**config.mk**
```make
export PLATFORM = sky130hd
export DESIGN_NAME = moving_average_filter_core
export DESIGN_NICKNAME = d
export VERILOG_FILES = /design/src/rtl/core/mavg_pkg.sv /design/src/rtl/core/mavg_ring.sv /design/src/rtl/core/mavg_div.sv /design/src/rtl/core/moving_average_filter_core.sv
export SDC_FILE = /design/constraint.sdc
export NUM_CORES = 1
export LEC_CHECK = 0
export BUFFER_PORTS_ARGS = -buffer_cell sky130_fd_sc_hd__buf_2
export CELL_PAD_IN_SITES_DETAIL_PLACEMENT = 0
export CELL_PAD_IN_SITES_GLOBAL_PLACEMENT = 1
export CORE_UTILIZATION = 49
export CTS_BUF_LIST = sky130_fd_sc_hd__clkbuf_16
export DETAILED_ROUTE_END_ITERATION = 10
export PLACE_DENSITY = 0.76
export SKIP_CTS_REPAIR_TIMING = 1
export SLEW_MARGIN = 20
export SYNTH_ARGS = -nofsm -noshare
export SYNTH_HDL_FRONTEND = slang
export SYNTH_SLANG_ARGS = --single-unit
```
**constraint.sdc**
```tcl
create_clock -name clock -period 5.3 [get_ports clock]
set_clock_uncertainty 0.05 [all_clocks]
set_input_delay 0.265 -clock clock [delete_from_list [all_inputs] [get_ports clock]]
set_output_delay 0.265 -clock clock [all_outputs]
set_load 0.03 [all_outputs]
```
**src/rtl/core/mavg_pkg.sv**
```systemverilog
`default_nettype none

package mavg_pkg;

   // default sizes, handed to the top level parameters
   localparam int WINDOW_MAX_DEF   = 64;
   localparam int SAMPLE_WIDTH_DEF = 16;

   // window length register and sample count share one width
   localparam int COUNT_W = 7;

   // window length after reset, before any register write
   localparam int WINDOW_RESET = 64;

   // command codes carried on req_tuser
   typedef enum logic {
      CMD_PUSH  = 1'b0,
      CMD_CLEAR = 1'b1
   } cmd_type;

   // sequencer states
   typedef enum logic [1:0] {
      ST_IDLE,
      ST_UPDATE,
      ST_DIVIDE
   } state_type;

endpackage

`default_nettype wire

```
**src/rtl/core/mavg_ring.sv**
```systemverilog
`default_nettype none

module mavg_ring
   import mavg_pkg::*;
#(
   parameter int DEPTH  = WINDOW_MAX_DEF,
   parameter int WIDTH  = SAMPLE_WIDTH_DEF,
   parameter int ADDR_W = (DEPTH > 1) ? $clog2(DEPTH) : 1
) (
   input  wire logic              clock,
   input  wire logic              rd_en,
   input  wire logic [ADDR_W-1:0] rd_addr,
   output logic      [WIDTH-1:0]  rd_data,
   input  wire logic              wr_en,
   input  wire logic [ADDR_W-1:0] wr_addr,
   input  wire logic [WIDTH-1:0]  wr_data
);

   logic [WIDTH-1:0] mem_ff [DEPTH];
   logic [WIDTH-1:0] rd_data_ff;

   // write port
   always_ff @(posedge clock) begin
      if (wr_en) begin
         mem_ff[wr_addr] <= wr_data;
      end
   end

   // registered read port
   always_ff @(posedge clock) begin
      if (rd_en) begin
         rd_data_ff <= mem_ff[rd_addr];
      end
   end

   assign rd_data = rd_data_ff;

endmodule

`default_nettype wire

```
**src/rtl/core/mavg_div.sv**
```systemverilog
`default_nettype none

module mavg_div
   import mavg_pkg::*;
#(
   parameter int SUM_W  = SAMPLE_WIDTH_DEF + COUNT_W,
   parameter int QUOT_W = SAMPLE_WIDTH_DEF
) (
   input  wire logic               clock,
   input  wire logic               reset,
   input  wire logic               start,
   input  wire logic               negative,
   input  wire logic [SUM_W-1:0]   dividend,
   input  wire logic [COUNT_W-1:0] divisor,
   output logic                    done,
   output logic [QUOT_W-1:0]       quotient
);

   localparam int CNT_W = $clog2(SUM_W + 1);

   logic               busy_ff, busy_in;
   logic               done_ff, done_in;
   logic [CNT_W-1:0]   cnt_ff, cnt_in;
   logic [SUM_W-1:0]   quo_ff, quo_in;
   logic [COUNT_W-1:0] rem_ff, rem_in;
   logic [COUNT_W-1:0] div_ff, div_in;
   logic               neg_ff, neg_in;

   logic [COUNT_W:0]   trial;
   logic [COUNT_W:0]   diff;
   logic [QUOT_W-1:0]  quo_low;

   // one restoring step: shift in the next dividend bit, try subtract
   always_comb begin
      trial = {rem_ff, quo_ff[SUM_W-1]};
      diff  = trial - {1'b0, div_ff};
   end

   // next state of the divider
   always_comb begin
      busy_in = busy_ff;
      done_in = done_ff;
      cnt_in  = cnt_ff;
      quo_in  = quo_ff;
      rem_in  = rem_ff;
      div_in  = div_ff;
      neg_in  = neg_ff;
      priority if (start) begin
         busy_in = 1'b1;
         done_in = 1'b0;
         cnt_in  = CNT_W'(SUM_W);
         quo_in  = dividend;
         rem_in  = '0;
         div_in  = divisor;
         neg_in  = negative;
      end else if (busy_ff) begin
         if (trial >= {1'b0, div_ff}) begin
            rem_in = diff[COUNT_W-1:0];
            quo_in = {quo_ff[SUM_W-2:0], 1'b1};
         end else begin
            rem_in = trial[COUNT_W-1:0];
            quo_in = {quo_ff[SUM_W-2:0], 1'b0};
         end
         cnt_in = cnt_ff - CNT_W'(1);
         if (cnt_ff == CNT_W'(1)) begin
            busy_in = 1'b0;
            done_in = 1'b1;
         end
      end else begin
         // idle: hold the last quotient until the next start
         busy_in = 1'b0;
      end
   end

   // control registers
   always_ff @(posedge clock) begin
      if (reset) begin
         busy_ff <= 1'b0;
         done_ff <= 1'b0;
         cnt_ff  <= '0;
      end else begin
         busy_ff <= busy_in;
         done_ff <= done_in;
         cnt_ff  <= cnt_in;
      end
   end

   // datapath registers
   always_ff @(posedge clock) begin
      quo_ff <= quo_in;
      rem_ff <= rem_in;
      div_ff <= div_in;
      neg_ff <= neg_in;
   end

   // magnitude quotient back to a signed result, truncated toward zero
   assign quo_low  = quo_ff[QUOT_W-1:0];
   assign quotient = neg_ff ? (~quo_low + QUOT_W'(1)) : quo_low;
   assign done     = done_ff;

endmodule

`default_nettype wire

```
**src/rtl/core/moving_average_filter_core.sv**
```systemverilog
`default_nettype none

// channel   | dir | tdata (low bit up)                    | tuser
// ----------+-----+---------------------------------------+------------------------
// req_      | in  | sample                                | command (0 push, 1 clear)
// rsp_      | out | mean, samples_held                    | -
// csr_      | in  | window_length (csr_wdata)             | -
//
// a push word runs from accept to the next accept through a ring read, an
// update step, the restoring divider over the SAMPLE_WIDTH + COUNT_W bits
// of the sum, and a load of the output register
// a clear word is taken in the idle state and gives no result
// reset leaves the ring contents as they are; the fill count masks them
// a new word is accepted while a result waits in the output register; the
// divider holds its result until that register is free

module moving_average_filter_core
   import mavg_pkg::*;
#(
   parameter  int WINDOW_MAX   = WINDOW_MAX_DEF,
   parameter  int SAMPLE_WIDTH = SAMPLE_WIDTH_DEF,
   localparam int IN_DATA_W    = ((SAMPLE_WIDTH + 7) / 8) * 8,
   localparam int OUT_DATA_W   = ((SAMPLE_WIDTH + COUNT_W + 7) / 8) * 8
) (
   input  wire logic                  clock,
   input  wire logic                  reset,
   // request channel
   input  wire logic                  req_tvalid,
   output logic                       req_tready,
   input  wire logic [IN_DATA_W-1:0]  req_tdata,   // sample
   input  wire logic                  req_tuser,   // command
   // response channel
   output logic                       rsp_tvalid,
   input  wire logic                  rsp_tready,
   output logic [OUT_DATA_W-1:0]      rsp_tdata,   // mean, samples_held
   // window length register
   input  wire logic                  csr_wen,
   input  wire logic [COUNT_W-1:0]    csr_wdata
);

   localparam int SUM_W  = SAMPLE_WIDTH + COUNT_W;
   localparam int SLOT_W = (WINDOW_MAX > 1) ? $clog2(WINDOW_MAX) : 1;
   localparam int WIN_RESET = (WINDOW_RESET > WINDOW_MAX) ? WINDOW_MAX : WINDOW_RESET;

   state_type state_ff, state_in;

   logic [COUNT_W-1:0]      window_ff, window_in;
   logic [SLOT_W-1:0]       slot_ff, slot_in;
   logic [COUNT_W-1:0]      fill_ff, fill_in;
   logic signed [SUM_W-1:0] sum_ff, sum_in;
   logic signed [SAMPLE_WIDTH-1:0] sample_ff;

   logic                    rsp_valid_ff, rsp_valid_in;
   logic [SAMPLE_WIDTH-1:0] mean_ff;
   logic [COUNT_W-1:0]      held_ff;

   logic                    req_accept;
   logic                    is_clear;
   logic                    do_update;
   logic                    load_out;
   logic                    div_done;
   logic [SAMPLE_WIDTH-1:0] div_quotient;

   logic signed [SAMPLE_WIDTH-1:0] ring_rd_data;
   logic signed [SAMPLE_WIDTH-1:0] old_sample;
   logic signed [SUM_W-1:0]        sum_upd;
   logic [SUM_W-1:0]               sum_mag;
   logic [31:0]                    slot_plus;
   logic [COUNT_W-1:0]             fill_upd;
   logic [COUNT_W-1:0]             csr_clamped;

   assign req_accept = req_tvalid && req_tready;
   assign is_clear   = (cmd_type'(req_tuser) == CMD_CLEAR);

   // sample ring
   mavg_ring #(
      .DEPTH  (WINDOW_MAX),
      .WIDTH  (SAMPLE_WIDTH),
      .ADDR_W (SLOT_W)
   ) u_ring (
      .clock   (clock),
      .rd_en   (req_accept),
      .rd_addr (slot_ff),
      .rd_data (ring_rd_data),
      .wr_en   (do_update),
      .wr_addr (slot_ff),
      .wr_data (sample_ff)
   );

   // slot not yet written since the last clear while the window is filling
   assign old_sample = (fill_ff < window_ff) ? '0 : ring_rd_data;

   // running sum and pointer update
   always_comb begin
      sum_upd   = sum_ff - SUM_W'(old_sample) + SUM_W'(sample_ff);
      sum_mag   = sum_upd[SUM_W-1] ? (~sum_upd + SUM_W'(1)) : sum_upd;
      slot_plus = 32'(slot_ff) + 32'd1;
      fill_upd  = (fill_ff < window_ff) ? (fill_ff + COUNT_W'(1)) : fill_ff;
   end

   // window length write, zero taken as one, saturated at the ring depth
   always_comb begin
      priority if (csr_wdata == '0) begin
         csr_clamped = COUNT_W'(1);
      end else if (32'(csr_wdata) > 32'(WINDOW_MAX)) begin
         csr_clamped = COUNT_W'(WINDOW_MAX);
      end else begin
         csr_clamped = csr_wdata;
      end
   end

   // restoring divider by the fill count
   mavg_div #(
      .SUM_W  (SUM_W),
      .QUOT_W (SAMPLE_WIDTH)
   ) u_div (
      .clock    (clock),
      .reset    (reset),
      .start    (do_update),
      .negative (sum_upd[SUM_W-1]),
      .dividend (sum_mag),
      .divisor  (fill_upd),
      .done     (div_done),
      .quotient (div_quotient)
   );

   // sequencer next state and outputs
   always_comb begin
      state_in     = state_ff;
      req_tready   = 1'b0;
      do_update    = 1'b0;
      load_out     = 1'b0;
      rsp_valid_in = rsp_valid_ff && !rsp_tready;
      unique case (state_ff)
         ST_IDLE: begin
            req_tready = 1'b1;
            if (req_accept && !is_clear) begin
               state_in = ST_UPDATE;
            end
         end
         ST_UPDATE: begin
            do_update = 1'b1;
            state_in  = ST_DIVIDE;
         end
         ST_DIVIDE: begin
            if (div_done && (!rsp_valid_ff || rsp_tready)) begin
               load_out     = 1'b1;
               rsp_valid_in = 1'b1;
               state_in     = ST_IDLE;
            end
         end
         default: begin
            state_in = ST_IDLE;
         end
      endcase
   end

   // filter state next values
   always_comb begin
      window_in = window_ff;
      slot_in   = slot_ff;
      fill_in   = fill_ff;
      sum_in    = sum_ff;
      priority if (csr_wen) begin
         window_in = csr_clamped;
         slot_in   = '0;
         fill_in   = '0;
         sum_in    = '0;
      end else if (req_accept && is_clear) begin
         slot_in = '0;
         fill_in = '0;
         sum_in  = '0;
      end else if (do_update) begin
         slot_in = (slot_plus >= 32'(window_ff)) ? '0 : slot_plus[SLOT_W-1:0];
         fill_in = fill_upd;
         sum_in  = sum_upd;
      end else begin
         // nothing to do this cycle
         window_in = window_ff;
      end
   end

   // state registers
   always_ff @(posedge clock) begin
      if (reset) begin
         state_ff     <= ST_IDLE;
         window_ff    <= COUNT_W'(WIN_RESET);
         slot_ff      <= '0;
         fill_ff      <= '0;
         sum_ff       <= '0;
         rsp_valid_ff <= 1'b0;
      end else begin
         state_ff     <= state_in;
         window_ff    <= window_in;
         slot_ff      <= slot_in;
         fill_ff      <= fill_in;
         sum_ff       <= sum_in;
         rsp_valid_ff <= rsp_valid_in;
      end
   end

   // input sample and output word registers
   always_ff @(posedge clock) begin
      if (req_accept) begin
         sample_ff <= req_tdata[SAMPLE_WIDTH-1:0];
      end
      if (load_out) begin
         mean_ff <= div_quotient;
         held_ff <= fill_ff;
      end
   end

   assign rsp_tvalid = rsp_valid_ff;
   assign rsp_tdata  = OUT_DATA_W'({held_ff, mean_ff});

endmodule

`default_nettype wire

```
==> out/metrics.cfg <==
[outcome]
status = finished with violations
violations = hold timing

[cells_and_area]
diodes = 0
final_common_cell = edfxtp_1
nets = 3186
mostFrequentLayoutCells = 1110 x edfxtp_1, 325 x a22oi_1, 155 x buf_4
instances_no_fill = 4422
syn_to_final_growth_pct = 15.1
drive_gt1_share_pct = 13.8
finalInstanceArea_sq_um = 52700

[drt]
via_count = 27800
viasPerCell = 6.29
ant_nets = 0
wl_per_cell_um = 28.1
drtIter0Drc = 3765
drc_errors = 0
first_pass_iters = 6
drt-total-wl_um = 124000

[global_routing]
gr-total-overflow = 0
grt_pass1_wl_um = 179000
gr-usage-all-layers_pct = 25.8
grt_max_degree = 88
antenna_found_initial = 2
grt_pass1_vias = 27200

[yosys]
synthesis.area_sq_um = 45800
syn_inst = 2897
synth.distinct_cells = 67
synth_warnings = 0
synth.yosys.seq_area_share_pct = 75.5
synth_enable_flop_cells = 1110
async_reset_ff_share_pct = 0
synth_seq_cells = 1170
avgSynthCellArea_sq_um = 15.8
synth_nets = 2998
synthFlopType = edfxtp_1

[critical_path]
critical_path_class = reg2reg
crit_arrival_ns = 5.46
critPathMaxFanout = 8
r2r_slack_ns = 0.19
cp-end-kind = flop
startpoint_type = flop
required_ns = 5.66

[sta]
tightest_slew_ns = 1.03
post-route-period-util_pct = 96.4
slew_viol_final = 0
min_period_ns = 5.11
hold_viol = 1
whs_ns = -0.0133
maxSlewHeadroom_pct = 30.8
fmax_ghz = 0.196
setup_viol = 0

[placed_design]
place.detailed.instances = 4170
hpwl_um = 71500
gp_congestion = 0.878
port-buffer-count = 53
placed_area_sq_um = 48300

[floorplanning]
io_pins = 55
initial_utilization_pct = 49.7
die_w_um = 308
die_area_sq_um = 94600
core_area_sq_um = 92100
die_height_um = 308
num_rows = 111

[clocking]
cts_root_buffer = clkbuf_16
clock-sinks = 1170
clk_pin_slew_worst_paths_ns = 0.06
clk_latency_ns = 0.72
tritoncts = built
clock_path_buffers = 3
htree_levels = 3
cts_buffers = 112

[hold_path]
hp-class = in2reg

[run]
cap_violations = 0

[power]
ir_drop_uv = 318
p_per_area_nw_per_um2 = 374
p_leak_uw = 0.0172

==> metal layers <==
metal	wire length, um	share of wire [%]	global-route usage, %
met2	59900	48	42.1
met4	4390	3.5	9.72
met5	13	0.010	0
met1	48100	39	34.6
met3	11600	9.4	4.71
==> report_power, final <==
group	switching, uW	total (uW)	internal (uW)	leakage, uW
clock network	3440	8010	4570	0.00189
logic	904	1440	534	0.00477
registers	54.3	10300	10200	0.0105
==> synth_stat cells (all sizes together) (27+ instances only) <==
master / instances / area share [%]
a221oi: 96 / 1.8
nor2: 140 / 1.1
a21oi: 86 / 0.94
nand2: 105 / 0.86
a31oi: 92 / 1.3
buf: 29 / 0.25
dfxtp: 60 / 2.6
edfxtp: 1110 / 73
a22oi: 325 / 5.3
nor2b: 29 / 0.40
a22o: 96 / 1.8
nand3: 27 / 0.30
inv: 107 / 0.88
ha: 49 / 1.3
o21ai: 49 / 0.54
clkbuf: 151 / 1.2
nand4: 32 / 0.44
xnor2: 50 / 0.96
==> critical path, cell delays in order (launching register included) <==
cell,delay (ns)
dfxtp_1,0.30
inv_1,0.06
ha_1,0.29
a21o_1,0.17
a21oi_2,0.18
o211ai_1,0.16
a21oi_4,0.24
buf_12,0.15
clkbuf_16,0.14
nor2b_1,0.05
fa_1,0.47
inv_1,0.04
ha_1,0.37
a21o_1,0.25
a211oi_4,0.23
o41ai_4,0.14
a2111oi_1,0.50
nor3_2,0.17
nor4_2,0.39
a41oi_1,0.21
xnor2_1,0.19
o21ai_1,0.07
==> flip-flops by register name, summed over array words and instances (netlist names) <==
| register | count |
|---|---|
| u_div.rem_ff | 7 |
| u_ring.rd_data | 16 |
| u_div.cnt_ff | 5 |
| fill_ff | 7 |
| slot_ff | 6 |
| u_div.busy_ff | 1 |
| u_div.neg_ff | 1 |
| rsp_tvalid | 1 |
| state_ff | 2 |
| sum_ff | 23 |
| window_ff | 7 |
| u_div.div_ff | 7 |
| u_div.done | 1 |
| mean_ff | 16 |
| u_div.quo_ff | 23 |
| sample_ff | 16 |
| u_ring.mem_ff | 1024 |
| held_ff | 7 |
==> layout make-up <==
class                      count  area, sq um
clock buffer                 113         2830
tap                         1243         1560
timing repair buffer         252         1990
clock inverter                95          898
sequential                  1170        34500
inverter                     107          402
fill                        6965        39400
multi-input combinational   1442        10500
==> cell families (layout without fill, tap and decap cells) <==
group	Yosys count	count (layout)	synth area share, %
AOI/OAI and AO/OA	844	844	13.5
and+or+nand+nor	444	444	4.74
adders and majority gates	72	72	2.35
muxes	4	4	0.0902
DFF	1170	1170	75.5
buffers and inverters	287	567	2.37
other	1	1	0.00820
xor gates and xnor gates	75	77	1.44
==> path summary, 6_finish.rpt <==
path | from | endpoint | depth (start not counted)
worst min register to register | sum_ff[9] | sum_ff[9] | 2
worst max register to register | window_ff[1] | u_div.quo_ff[21] | 21
worst max-delay path | window_ff[1] | u_div.quo_ff[21] | 21
worst min-delay path | csr_wdata[5] | window_ff[5] | 4
==> through the flow <==
step / setup slack [ns] / TNS (ns) / utilization [%] / total power [uW]
global route: -0.0228 / -0.0436 / 57.2 / 20300
global placement: 0.00296 / 0 / 52.4 / 11700
floorplan: 0.301 / 0 / - / 11400
CTS: -0.129 / -0.875 / 56.5 / 19700
finish: 0.192 / 0 / 57.2 / 19700
detailed placement: -0.0798 / -0.236 / 52.4 / 11800
Power figures use the tool's default switching activity.
